==> config.mk <==
export PLATFORM = sky130hd
export DESIGN_NAME = hsv_to_rgb_converter
export DESIGN_NICKNAME = d
export VERILOG_FILES = /design/src/sv/hsv2rgb_pkg.sv /design/src/sv/hsv_to_rgb_converter.sv
export SDC_FILE = /design/constraint.sdc
export NUM_CORES = 2
export LEC_CHECK = 0
export BUFFER_PORTS_ARGS = -buffer_cell sky130_fd_sc_hd__buf_2
export CAP_MARGIN = 40
export CORE_ASPECT_RATIO = 0.9
export CORE_MARGIN = 4
export CORE_UTILIZATION = 60
export DETAILED_ROUTE_END_ITERATION = 8
export PLACE_DENSITY = 0.87
export SLEW_MARGIN = 20
export SYNTH_ARGS = -nofsm -noshare
export SYNTH_HDL_FRONTEND = slang
export SYNTH_SLANG_ARGS = --single-unit
==> constraint.sdc <==
create_clock -name clk -period 21.6 [get_ports clk]
set_input_delay 2.16 -clock clk [delete_from_list [all_inputs] [get_ports clk]]
set_output_delay 2.16 -clock clk [all_outputs]
set_load 0.01 [all_outputs]
==> src/sv/hsv2rgb_pkg.sv <==
// hsv2rgb_pkg: constants shared by the hsv to rgb color converter
// hue sector size, full scale levels and reciprocal multipliers for the
// constant divisions; no dependencies
`default_nettype none

package hsv2rgb_pkg;

  localparam int unsigned HueWidth   = 9;
  localparam int unsigned ChanWidth  = 8;
  localparam int unsigned RemWidth   = 6;
  localparam int unsigned SecWidth   = 3;

  // degrees per sector and per full turn
  localparam int unsigned HueSector  = 60;
  localparam int unsigned HueTurn    = 6 * HueSector;

  // levels are n/255, hue weighted levels are n/15300
  localparam int unsigned FullScale  = 255;
  localparam int unsigned HueFull    = HueSector * FullScale;

  // intermediate widths
  localparam int unsigned PNumWidth  = 2 * ChanWidth;  // v*(255-s)
  localparam int unsigned RsWidth    = 14;             // rem*s and (60-rem)*s, up to 15300
  localparam int unsigned QNumWidth  = ChanWidth + RsWidth;

  // floor(x/255) ~ (x*RecipP) >> RecipShiftP, low by at most one
  localparam int unsigned RecipShiftP = 24;
  localparam int unsigned RecipPWidth = 17;
  localparam logic [RecipPWidth-1:0] RecipP =
    RecipPWidth'((64'd1 << RecipShiftP) / FullScale);

  // floor(x/15300) ~ (x*RecipQ) >> RecipShiftQ, low by at most one
  localparam int unsigned RecipShiftQ = 36;
  localparam int unsigned RecipQWidth = 23;
  localparam logic [RecipQWidth-1:0] RecipQ =
    RecipQWidth'((64'd1 << RecipShiftQ) / HueFull);

  // sector codes
  localparam logic [SecWidth-1:0] SEC_RED_YEL   = 3'd0;
  localparam logic [SecWidth-1:0] SEC_YEL_GRN   = 3'd1;
  localparam logic [SecWidth-1:0] SEC_GRN_CYN   = 3'd2;
  localparam logic [SecWidth-1:0] SEC_CYN_BLU   = 3'd3;
  localparam logic [SecWidth-1:0] SEC_BLU_MAG   = 3'd4;
  localparam logic [SecWidth-1:0] SEC_MAG_RED   = 3'd5;

endpackage

`default_nettype wire

==> src/sv/hsv_to_rgb_converter.sv <==
// hsv_to_rgb_converter: five stage pipelined hsv to rgb pixel conversion
// depends on hsv2rgb_pkg for constants and sector codes
`default_nettype none

//  channel | handshake                | payload
//  --------+--------------------------+---------------------------------
//  input   | in_valid / in_stall      | hue[8:0], saturation, value
//  output  | out_valid / out_stall    | red, green, blue (8 bits each)
//
// one item per clock sustained while out_stall is low; an accepted item
// reaches out_valid through the five register stages (hue decode, rem*s products,
// v*level products, reciprocal multiply, division correction and mux)
// rst is synchronous and clears only the stage valid bits
// each stage holds when it is full and the stage after it cannot take its
// item, so bubbles close up and a stalled output keeps its item
// in_stall rises only when every stage is full and out_stall is high

module hsv_to_rgb_converter
  import hsv2rgb_pkg::*;
(
  input  wire logic                 clk,
  input  wire logic                 rst,
  input  wire logic                 in_valid,
  output      logic                 in_stall,
  input  wire logic [HueWidth-1:0]  hue,
  input  wire logic [ChanWidth-1:0] saturation,
  input  wire logic [ChanWidth-1:0] value,
  output      logic                 out_valid,
  input  wire logic                 out_stall,
  output      logic [ChanWidth-1:0] red,
  output      logic [ChanWidth-1:0] green,
  output      logic [ChanWidth-1:0] blue
);

  // ---------------------------------------------------------------
  // stage handshake: a stage loads when it is empty or moves on
  // ---------------------------------------------------------------
  logic v1, v2, v3, v4;
  logic rdy1, rdy2, rdy3, rdy4, rdy5;

  assign rdy5     = !out_valid || !out_stall;
  assign rdy4     = !v4 || rdy5;
  assign rdy3     = !v3 || rdy4;
  assign rdy2     = !v2 || rdy3;
  assign rdy1     = !v1 || rdy2;
  assign in_stall = !rdy1;

  always_ff @(posedge clk) begin
    if (rst) begin
      v1        <= 1'b0;
      v2        <= 1'b0;
      v3        <= 1'b0;
      v4        <= 1'b0;
      out_valid <= 1'b0;
    end else begin
      if (rdy1) v1        <= in_valid;
      if (rdy2) v2        <= v1;
      if (rdy3) v3        <= v2;
      if (rdy4) v4        <= v3;
      if (rdy5) out_valid <= v4;
    end
  end

  // ---------------------------------------------------------------
  // stage 1: split hue into sector and remainder, flag black
  // ---------------------------------------------------------------
  logic [SecWidth-1:0]  sec_in;
  logic [HueWidth-1:0]  base_in;
  logic                 black_in;

  always_comb begin
    black_in = (hue >= HueWidth'(HueTurn));
    // compare chain against the sector boundaries
    if (hue >= HueWidth'(5 * HueSector)) begin
      sec_in  = SEC_MAG_RED;
      base_in = HueWidth'(5 * HueSector);
    end else if (hue >= HueWidth'(4 * HueSector)) begin
      sec_in  = SEC_BLU_MAG;
      base_in = HueWidth'(4 * HueSector);
    end else if (hue >= HueWidth'(3 * HueSector)) begin
      sec_in  = SEC_CYN_BLU;
      base_in = HueWidth'(3 * HueSector);
    end else if (hue >= HueWidth'(2 * HueSector)) begin
      sec_in  = SEC_GRN_CYN;
      base_in = HueWidth'(2 * HueSector);
    end else if (hue >= HueWidth'(HueSector)) begin
      sec_in  = SEC_YEL_GRN;
      base_in = HueWidth'(HueSector);
    end else begin
      sec_in  = SEC_RED_YEL;
      base_in = '0;
    end
  end

  logic [SecWidth-1:0]  sec1;
  logic [RemWidth-1:0]  rem1;
  logic                 black1;
  logic [ChanWidth-1:0] sat1, val1;

  always_ff @(posedge clk) begin
    if (rdy1) begin
      sec1   <= sec_in;
      rem1   <= RemWidth'(hue - base_in);
      black1 <= black_in;
      sat1   <= saturation;
      val1   <= value;
    end
  end

  // ---------------------------------------------------------------
  // stage 2: rem*s, (60-rem)*s and v*(255-s)
  // ---------------------------------------------------------------
  logic [RemWidth:0]    rem_c1;
  logic [RsWidth:0]     rs_t_full;

  always_comb begin
    rem_c1    = (RemWidth+1)'(HueSector) - {1'b0, rem1};
    rs_t_full = (RsWidth+1)'(rem_c1) * (RsWidth+1)'(sat1);
  end

  logic [SecWidth-1:0]  sec2;
  logic                 black2;
  logic [ChanWidth-1:0] val2;
  logic [PNumWidth-1:0] p_num2;
  logic [RsWidth-1:0]   rs_q2, rs_t2;

  always_ff @(posedge clk) begin
    if (rdy2) begin
      sec2   <= sec1;
      black2 <= black1;
      val2   <= val1;
      p_num2 <= PNumWidth'(val1) * PNumWidth'(ChanWidth'(FullScale) - sat1);
      rs_q2  <= RsWidth'(rem1) * RsWidth'(sat1);
      rs_t2  <= RsWidth'(rs_t_full);
    end
  end

  // ---------------------------------------------------------------
  // stage 3: v*(15300-rem*s) and v*(15300-(60-rem)*s)
  // ---------------------------------------------------------------
  logic [RsWidth-1:0] qn2, tn2;

  always_comb begin
    qn2 = RsWidth'(HueFull) - rs_q2;
    tn2 = RsWidth'(HueFull) - rs_t2;
  end

  logic [SecWidth-1:0]  sec3;
  logic                 black3;
  logic [ChanWidth-1:0] val3;
  logic [PNumWidth-1:0] p_num3;
  logic [QNumWidth-1:0] q_num3, t_num3;

  always_ff @(posedge clk) begin
    if (rdy3) begin
      sec3   <= sec2;
      black3 <= black2;
      val3   <= val2;
      p_num3 <= p_num2;
      q_num3 <= QNumWidth'(val2) * QNumWidth'(qn2);
      t_num3 <= QNumWidth'(val2) * QNumWidth'(tn2);
    end
  end

  // ---------------------------------------------------------------
  // stage 4: reciprocal multiply, estimate low by at most one
  // ---------------------------------------------------------------
  logic [PNumWidth+RecipPWidth-1:0] p_prod;
  logic [QNumWidth+RecipQWidth-1:0] q_prod, t_prod;

  always_comb begin
    p_prod = (PNumWidth+RecipPWidth)'(p_num3) * (PNumWidth+RecipPWidth)'(RecipP);
    q_prod = (QNumWidth+RecipQWidth)'(q_num3) * (QNumWidth+RecipQWidth)'(RecipQ);
    t_prod = (QNumWidth+RecipQWidth)'(t_num3) * (QNumWidth+RecipQWidth)'(RecipQ);
  end

  logic [SecWidth-1:0]  sec4;
  logic                 black4;
  logic [ChanWidth-1:0] val4;
  logic [PNumWidth-1:0] p_num4;
  logic [QNumWidth-1:0] q_num4, t_num4;
  logic [ChanWidth-1:0] pa4, qa4, ta4;

  always_ff @(posedge clk) begin
    if (rdy4) begin
      sec4   <= sec3;
      black4 <= black3;
      val4   <= val3;
      p_num4 <= p_num3;
      q_num4 <= q_num3;
      t_num4 <= t_num3;
      pa4    <= p_prod[RecipShiftP +: ChanWidth];
      qa4    <= q_prod[RecipShiftQ +: ChanWidth];
      ta4    <= t_prod[RecipShiftQ +: ChanWidth];
    end
  end

  // ---------------------------------------------------------------
  // stage 5: one step correction, sector mux, output register
  // ---------------------------------------------------------------
  logic [PNumWidth-1:0] p_rem4;
  logic [QNumWidth-1:0] q_rem4, t_rem4;
  logic [ChanWidth-1:0] p4, q4, t4;
  logic [ChanWidth-1:0] red_next, green_next, blue_next;

  always_comb begin
    p_rem4 = p_num4 - PNumWidth'(PNumWidth'(pa4) * PNumWidth'(FullScale));
    q_rem4 = q_num4 - QNumWidth'(QNumWidth'(qa4) * QNumWidth'(HueFull));
    t_rem4 = t_num4 - QNumWidth'(QNumWidth'(ta4) * QNumWidth'(HueFull));
    p4 = (p_rem4 >= PNumWidth'(FullScale)) ? pa4 + ChanWidth'(1) : pa4;
    q4 = (q_rem4 >= QNumWidth'(HueFull))   ? qa4 + ChanWidth'(1) : qa4;
    t4 = (t_rem4 >= QNumWidth'(HueFull))   ? ta4 + ChanWidth'(1) : ta4;

    case (sec4)
      SEC_RED_YEL: begin
        red_next = val4; green_next = t4;   blue_next = p4;
      end
      SEC_YEL_GRN: begin
        red_next = q4;   green_next = val4; blue_next = p4;
      end
      SEC_GRN_CYN: begin
        red_next = p4;   green_next = val4; blue_next = t4;
      end
      SEC_CYN_BLU: begin
        red_next = p4;   green_next = q4;   blue_next = val4;
      end
      SEC_BLU_MAG: begin
        red_next = t4;   green_next = p4;   blue_next = val4;
      end
      default: begin
        red_next = val4; green_next = p4;   blue_next = q4;
      end
    endcase

    // hue out of range gives black
    if (black4) begin
      red_next   = '0;
      green_next = '0;
      blue_next  = '0;
    end
  end

  always_ff @(posedge clk) begin
    if (rdy5) begin
      red   <= red_next;
      green <= green_next;
      blue  <= blue_next;
    end
  end

  // ---------------------------------------------------------------
  // checks
  // ---------------------------------------------------------------

  // input held off only when the whole pipe is full and blocked
  a_stall_full: assert property (@(posedge clk) disable iff (rst)
    in_stall |-> (v1 && v2 && v3 && v4 && out_valid && out_stall))
    else $error("in_stall with room in the pipeline");

  // reciprocal estimate of p is never more than one low
  a_p_recip: assert property (@(posedge clk) disable iff (rst)
    v4 |-> (p_rem4 < PNumWidth'(2 * FullScale)))
    else $error("p reciprocal estimate off by more than one");

  // reciprocal estimates of q and t are never more than one low
  a_qt_recip: assert property (@(posedge clk) disable iff (rst)
    v4 |-> ((q_rem4 < QNumWidth'(2 * HueFull)) && (t_rem4 < QNumWidth'(2 * HueFull))))
    else $error("q or t reciprocal estimate off by more than one");

endmodule

`default_nettype wire

### After elaboration in Yosys (flattened, before gate mapping)

Cells that the tools add are included.
Widths: inputs -> output; s select.

* $add $sub $neg: 11
* $mul: 11
* magnitude comparators: 9
* equality and inequality tests: 4
* mux-type cells: 15
* reductions and logical operators: 18

Operators with widths (number)
* $mul 22x23->44 const B: 2
* $pmux 8 s3: 3
* $ge 22x14->1 const B: 2
* $mul 8x14->22: 2
* $sub 22x22->22: 2
* $mul 8x12->20 const B: 2
* $mul 16x17->32 const B: 1
* $mux 6: 5
* $sub 14x14->14 const A: 2
* $add 8x1->8 const B: 3
* $mux 8: 3
* $ge 9x8->1 const B: 2
* $ge 9x9->1 const B: 2
* $ge 16x8->1 const B: 1
* $mul 8x8->16 const B: 1
* $mul 9x9->16: 1
* $sub 16x16->16: 1
* $mul 6x8->14: 1
* $mul 7x8->14: 1
* $reduce_or 2->1: 5
* $ge 9x6->1 const B: 1
* $ge 9x7->1 const B: 1
* $sub 8x8->9 const A: 1
* $logic_not 1->1: 7
* 9 further kinds: 16

* bits in registers: 279
* bits of input ports: 29

### Logic depth before layout (Yosys ltp)

* word-level depth: 7
* mapped depth: 32
* depth with buffers taken out: 32

### Worst setup path before layout

OpenSTA, ideal clock, no wires.

* path kind: register to register
* from: register qa4[5]
* to: register green[4], data pin
* arrival: 6.612 ns
* required time: 21.339 ns
* path slack: 14.727 ns
* stages on the path, launching flop included: 29
* path buffers: 0
* clock period less this slack: 6.873 ns
* path through: edfxtp_1 fa_1 inv_1 fa_1 inv_1 fa_1 fa_1 ha_1 o21ai_0 a21boi_0 o21ai_0 nand2b_1 a21o_1 a21o_1 a21o_1 a21oi_1 xor2_1 ha_1 nor2b_1 o31ai_1 o221ai_1 a21oi_1 o21ai_0 nor4_1 o2111ai_2 nand3_1 xnor2_1 a21oi_1 a221o_1

* cells in the longest elaborated chain, start to end: 5

Ends and longest elaborated chain
* start: declaration: line hsv_to_rgb_converter.sv:182 `logic [ChanWidth-1:0] pa4, qa4, ta4;`
* start signal: assignment: line hsv_to_rgb_converter.sv:193 `qa4 <= q_prod[RecipShiftQ +: ChanWidth];`
* $mul 8x12->20: line hsv_to_rgb_converter.sv:208 `q_rem4 = q_num4 - QNumWidth'(QNumWidth'(qa4) * QNumWidth'(HueFull));`
* $sub 22x22->22: line hsv_to_rgb_converter.sv:208
* $ge 22x14->1: line hsv_to_rgb_converter.sv:211 `q4 = (q_rem4 >= QNumWidth'(HueFull)) ? qa4 + ChanWidth'(1) : qa4;`
* $mux 8: line hsv_to_rgb_converter.sv:211
* $pmux 8 s3: line hsv_to_rgb_converter.sv:214 `case (sec4)`
* end signal: assignment: line hsv_to_rgb_converter.sv:246 `green <= green_next;`
* end: declaration: line hsv_to_rgb_converter.sv:31 `output logic [ChanWidth-1:0] green,`

No other way between the ends.
A chain may end at the register's enable or synchronous reset.

### Worst setup path after layout

* from: register ta4[5]
* to: register green[0], data pin

* cells in the longest elaborated chain, start to end: 5

Ends and longest elaborated chain
* start: declaration: line hsv_to_rgb_converter.sv:182
* start signal: assignment: line hsv_to_rgb_converter.sv:194 `ta4 <= t_prod[RecipShiftQ +: ChanWidth];`
* $mul 8x12->20: line hsv_to_rgb_converter.sv:209 `t_rem4 = t_num4 - QNumWidth'(QNumWidth'(ta4) * QNumWidth'(HueFull));`
* $sub 22x22->22: line hsv_to_rgb_converter.sv:209
* $ge 22x14->1: line hsv_to_rgb_converter.sv:212 `t4 = (t_rem4 >= QNumWidth'(HueFull)) ? ta4 + ChanWidth'(1) : ta4;`
* $mux 8: line hsv_to_rgb_converter.sv:212
* $pmux 8 s3: line hsv_to_rgb_converter.sv:214

No other way between the ends.

==> flow_summary.yaml <==
status:
  status: "finished clean"
clocking:
  clock_path_buffers: 3
  cts_tree: "built"
  cts-root-buf: "clkbuf_16"
  cts.sinks: 273
  clk_pin_slew_ns: 0.07
  cts_max_level: 1
  postCtsHoldBufs: 0
  cts.repair.resized: 0
  clk_latency_ns: 0.62
  postCtsSetupRepairBufs: 0
  cts_buffers: 30
drt:
  drtPass1Iterations: 7
  drt-initial-drc-count: 2606
  via_per_inst: 5.86
  totalWireLength_mm: 101
  post_drt_wl_per_cell_um: 19.3
  num_vias: 30726
  ant_nets: 0
  drc_errors: 0
synth:
  synth.distinct_cells: 80
  syn_nets: 5647
  ys.flop_type: "edfxtp_1"
  ys_seq_elements: 273
  yosys_warnings: 0
  synth_area_leaders: "fa_1 (26%), ha_1 (24%), edfxtp_1 (19%)"
  netlist_area_sq_um: 42800
  synth_top_area_share_pct: 25.7
  synth_edf_count: 268
  avgSynthCellArea_sq_um: 10.1
  synthCells: 4238
  async_flop_share_pct: 0
  yosys.area.top_type: "fa_1"
  ys_seq_area_share_pct: 19.0
timing:
  setup-violations-final: 0
  holdWs_ns: 0.419
  tightest_slew_ns: 0.864
  rsz0062_at_grt: "false"
  period_share_pct: 36.1
  finalSetupTns_ns: 0
  hold_viol: 0
  relSlewSlack_pct: 40.9
  post-route-min-period_ns: 7.80
  max_freq_mhz: 128
  finClkSkew_ns: 0.0518
  slew_viol_final: 0
final_layout:
  finish.utilization_pct: 64.3
  area_delta_synth_final_pct: 5.51
  fin_cells: 5240
  final_net_count: 5686
  drive_gt1_share_pct: 3.47
placement:
  gp_congestion: 0.944
  numPortBuffers: 54
  dp.cells: 5182
  dp_hpwl_mm: 80.7
critical_path:
  cp-end-kind: "register"
  critPathArrivalTime_ns: 8.13
  start_kind: "register"
  timing.critical_path.required_ns: 21.93
  path_max_fanout: 17
  criticalPathCategory: "register to register"
floorplan:
  io_pins: 55
  die_width_um: 290
  core_sq_um: 70300
  fp.dieH_um: 261
  num_rows: 92
  start_util_pct: 60.9
  die_area_sq_um: 75700
grt:
  grt_start_max_net_pins: 67
  grt_use_total_pct: 27.2
  grt_pass1_vias: 32483
  grt_pass1_wl_mm: 165
  antenna_found_initial: 2
  grt_overflow_total: 0
job:
  drv.max_cap_violation_count: 0
worst_hold_path:
  hold_path_class: "register to register"
[state kept, by name, indices dropped and copies added, names as in the netlist, 14 cells and up]
| register | flops |
|---|---|
| q_num3 | 22 |
| t_num3 | 21 |
| q_num4 | 20 |
| t_num4 | 20 |
| p_num2 | 16 |
| p_num3 | 16 |
| p_num4 | 16 |
| rs_q2 | 14 |
[path summary, 6_finish.rpt]
check,slack (ns),to,cells after the start,from
worst max-delay path,13.80,green[0],23,ta4[5]
worst min-delay path,0.42,p_num3[13],0,p_num2[13]
worst max register to register,13.80,green[0],23,ta4[5]
worst min register to register,0.42,p_num3[13],0,p_num2[13]
[final cells by class]
| cell class | count | area (sq um) |
|---|---|---|
| diodes | 1 | 2.50 |
| flip-flops and latches | 273 | 8150 |
| multi-input cells | 2956 | 30900 |
| inverters | 939 | 3530 |
| fillers | 5069 | 25100 |
| well taps | 940 | 1180 |
| clock inverters | 20 | 189 |
| clock buffers | 34 | 766 |
| repair buffers | 77 | 479 |
[synthesized netlist by cell type, drive strengths merged, types with 46 or more instances]
cell,number
nand2,273
clkbuf,67
nor2b,62
a21o,55
edfxtp,268
o21ai,101
and2,155
xor2,60
nor2,122
nand3,46
xnor2,123
inv,938
nand2b,56
fa,551
ha,829
nor3,53
a21oi,162
[logic make-up after synthesis]
| group | count (synthesis) | share of synthesized area [%] |
|---|---|---|
| fa+ha+maj | 1380 | 50.0 |
| flops | 273 | 19.0 |
| simple gates | 857 | 10.1 |
| xor+xnor | 184 | 3.79 |
| buf+inv | 1009 | 8.85 |
| mux | 14 | 0.333 |
| compound gates | 521 | 7.96 |
[per-stage QoR]
step                      area (sq um)  setup slack (ns)
final                            45200             13.80
after global routing             45200             13.25
after CTS                        45200             13.77
after detailed placement         44200             13.81
after global placement           44100             14.11
after floorplan                  42800             14.73
[worst max-delay path: stages (launching register included)]
cell,delay (ns)
edfxtp_1,0.58
fa_1,0.68
fa_1,0.46
fa_1,0.54
inv_1,0.05
fa_1,0.54
inv_1,0.05
ha_1,0.33
and2_1,0.18
a221o_1,0.32
o21ai_0,0.22
nor3b_1,0.28
xor2_1,0.15
ha_1,0.40
nand2_1,0.07
o21ai_0,0.46
nand2b_1,0.20
o31ai_1,0.09
xnor2_1,0.15
or4_4,0.56
a21oi_4,0.48
xnor2_1,0.16
mux2_2,0.30
o311a_1,0.30
[cell usage in the layout, fill, tap and decap left out, drive strengths merged, types with 11 or more instances in the layout]
master,n
nand2b,56
nand2,273
buf,75
edfxtp,268
mux2i,12
nand4,19
o211ai,17
o31ai,12
ha,829
and2,155
a31oi,12
a21oi,162
o21a,16
clkinv,12
o21bai,23
o21ai,101
and3,15
nor3,53
clkbuf,36
nor2,122
nor2b,62
nand3,46
inv,940
fa,551
a211oi,25
a21o,55
xnor2,123
xor2,60
or3,11
[per-layer routing]
| layer | vias to the layer above | wire, um | GRT usage (%) |
|---|---|---|---|
| met2 | 1413 | 47600 | 44.6 |
| li1 | 13949 | - | - |
| met3 | 315 | 9070 | 4.86 |
| met1 | 15049 | 40500 | 36.6 |
| met5 | - | 0 | 0 |
| met4 | 0 | 3990 | 9.80 |
Power is not shown: default switching activity piles up to over one toggle a cycle in this logic, so the estimate is an artifact.
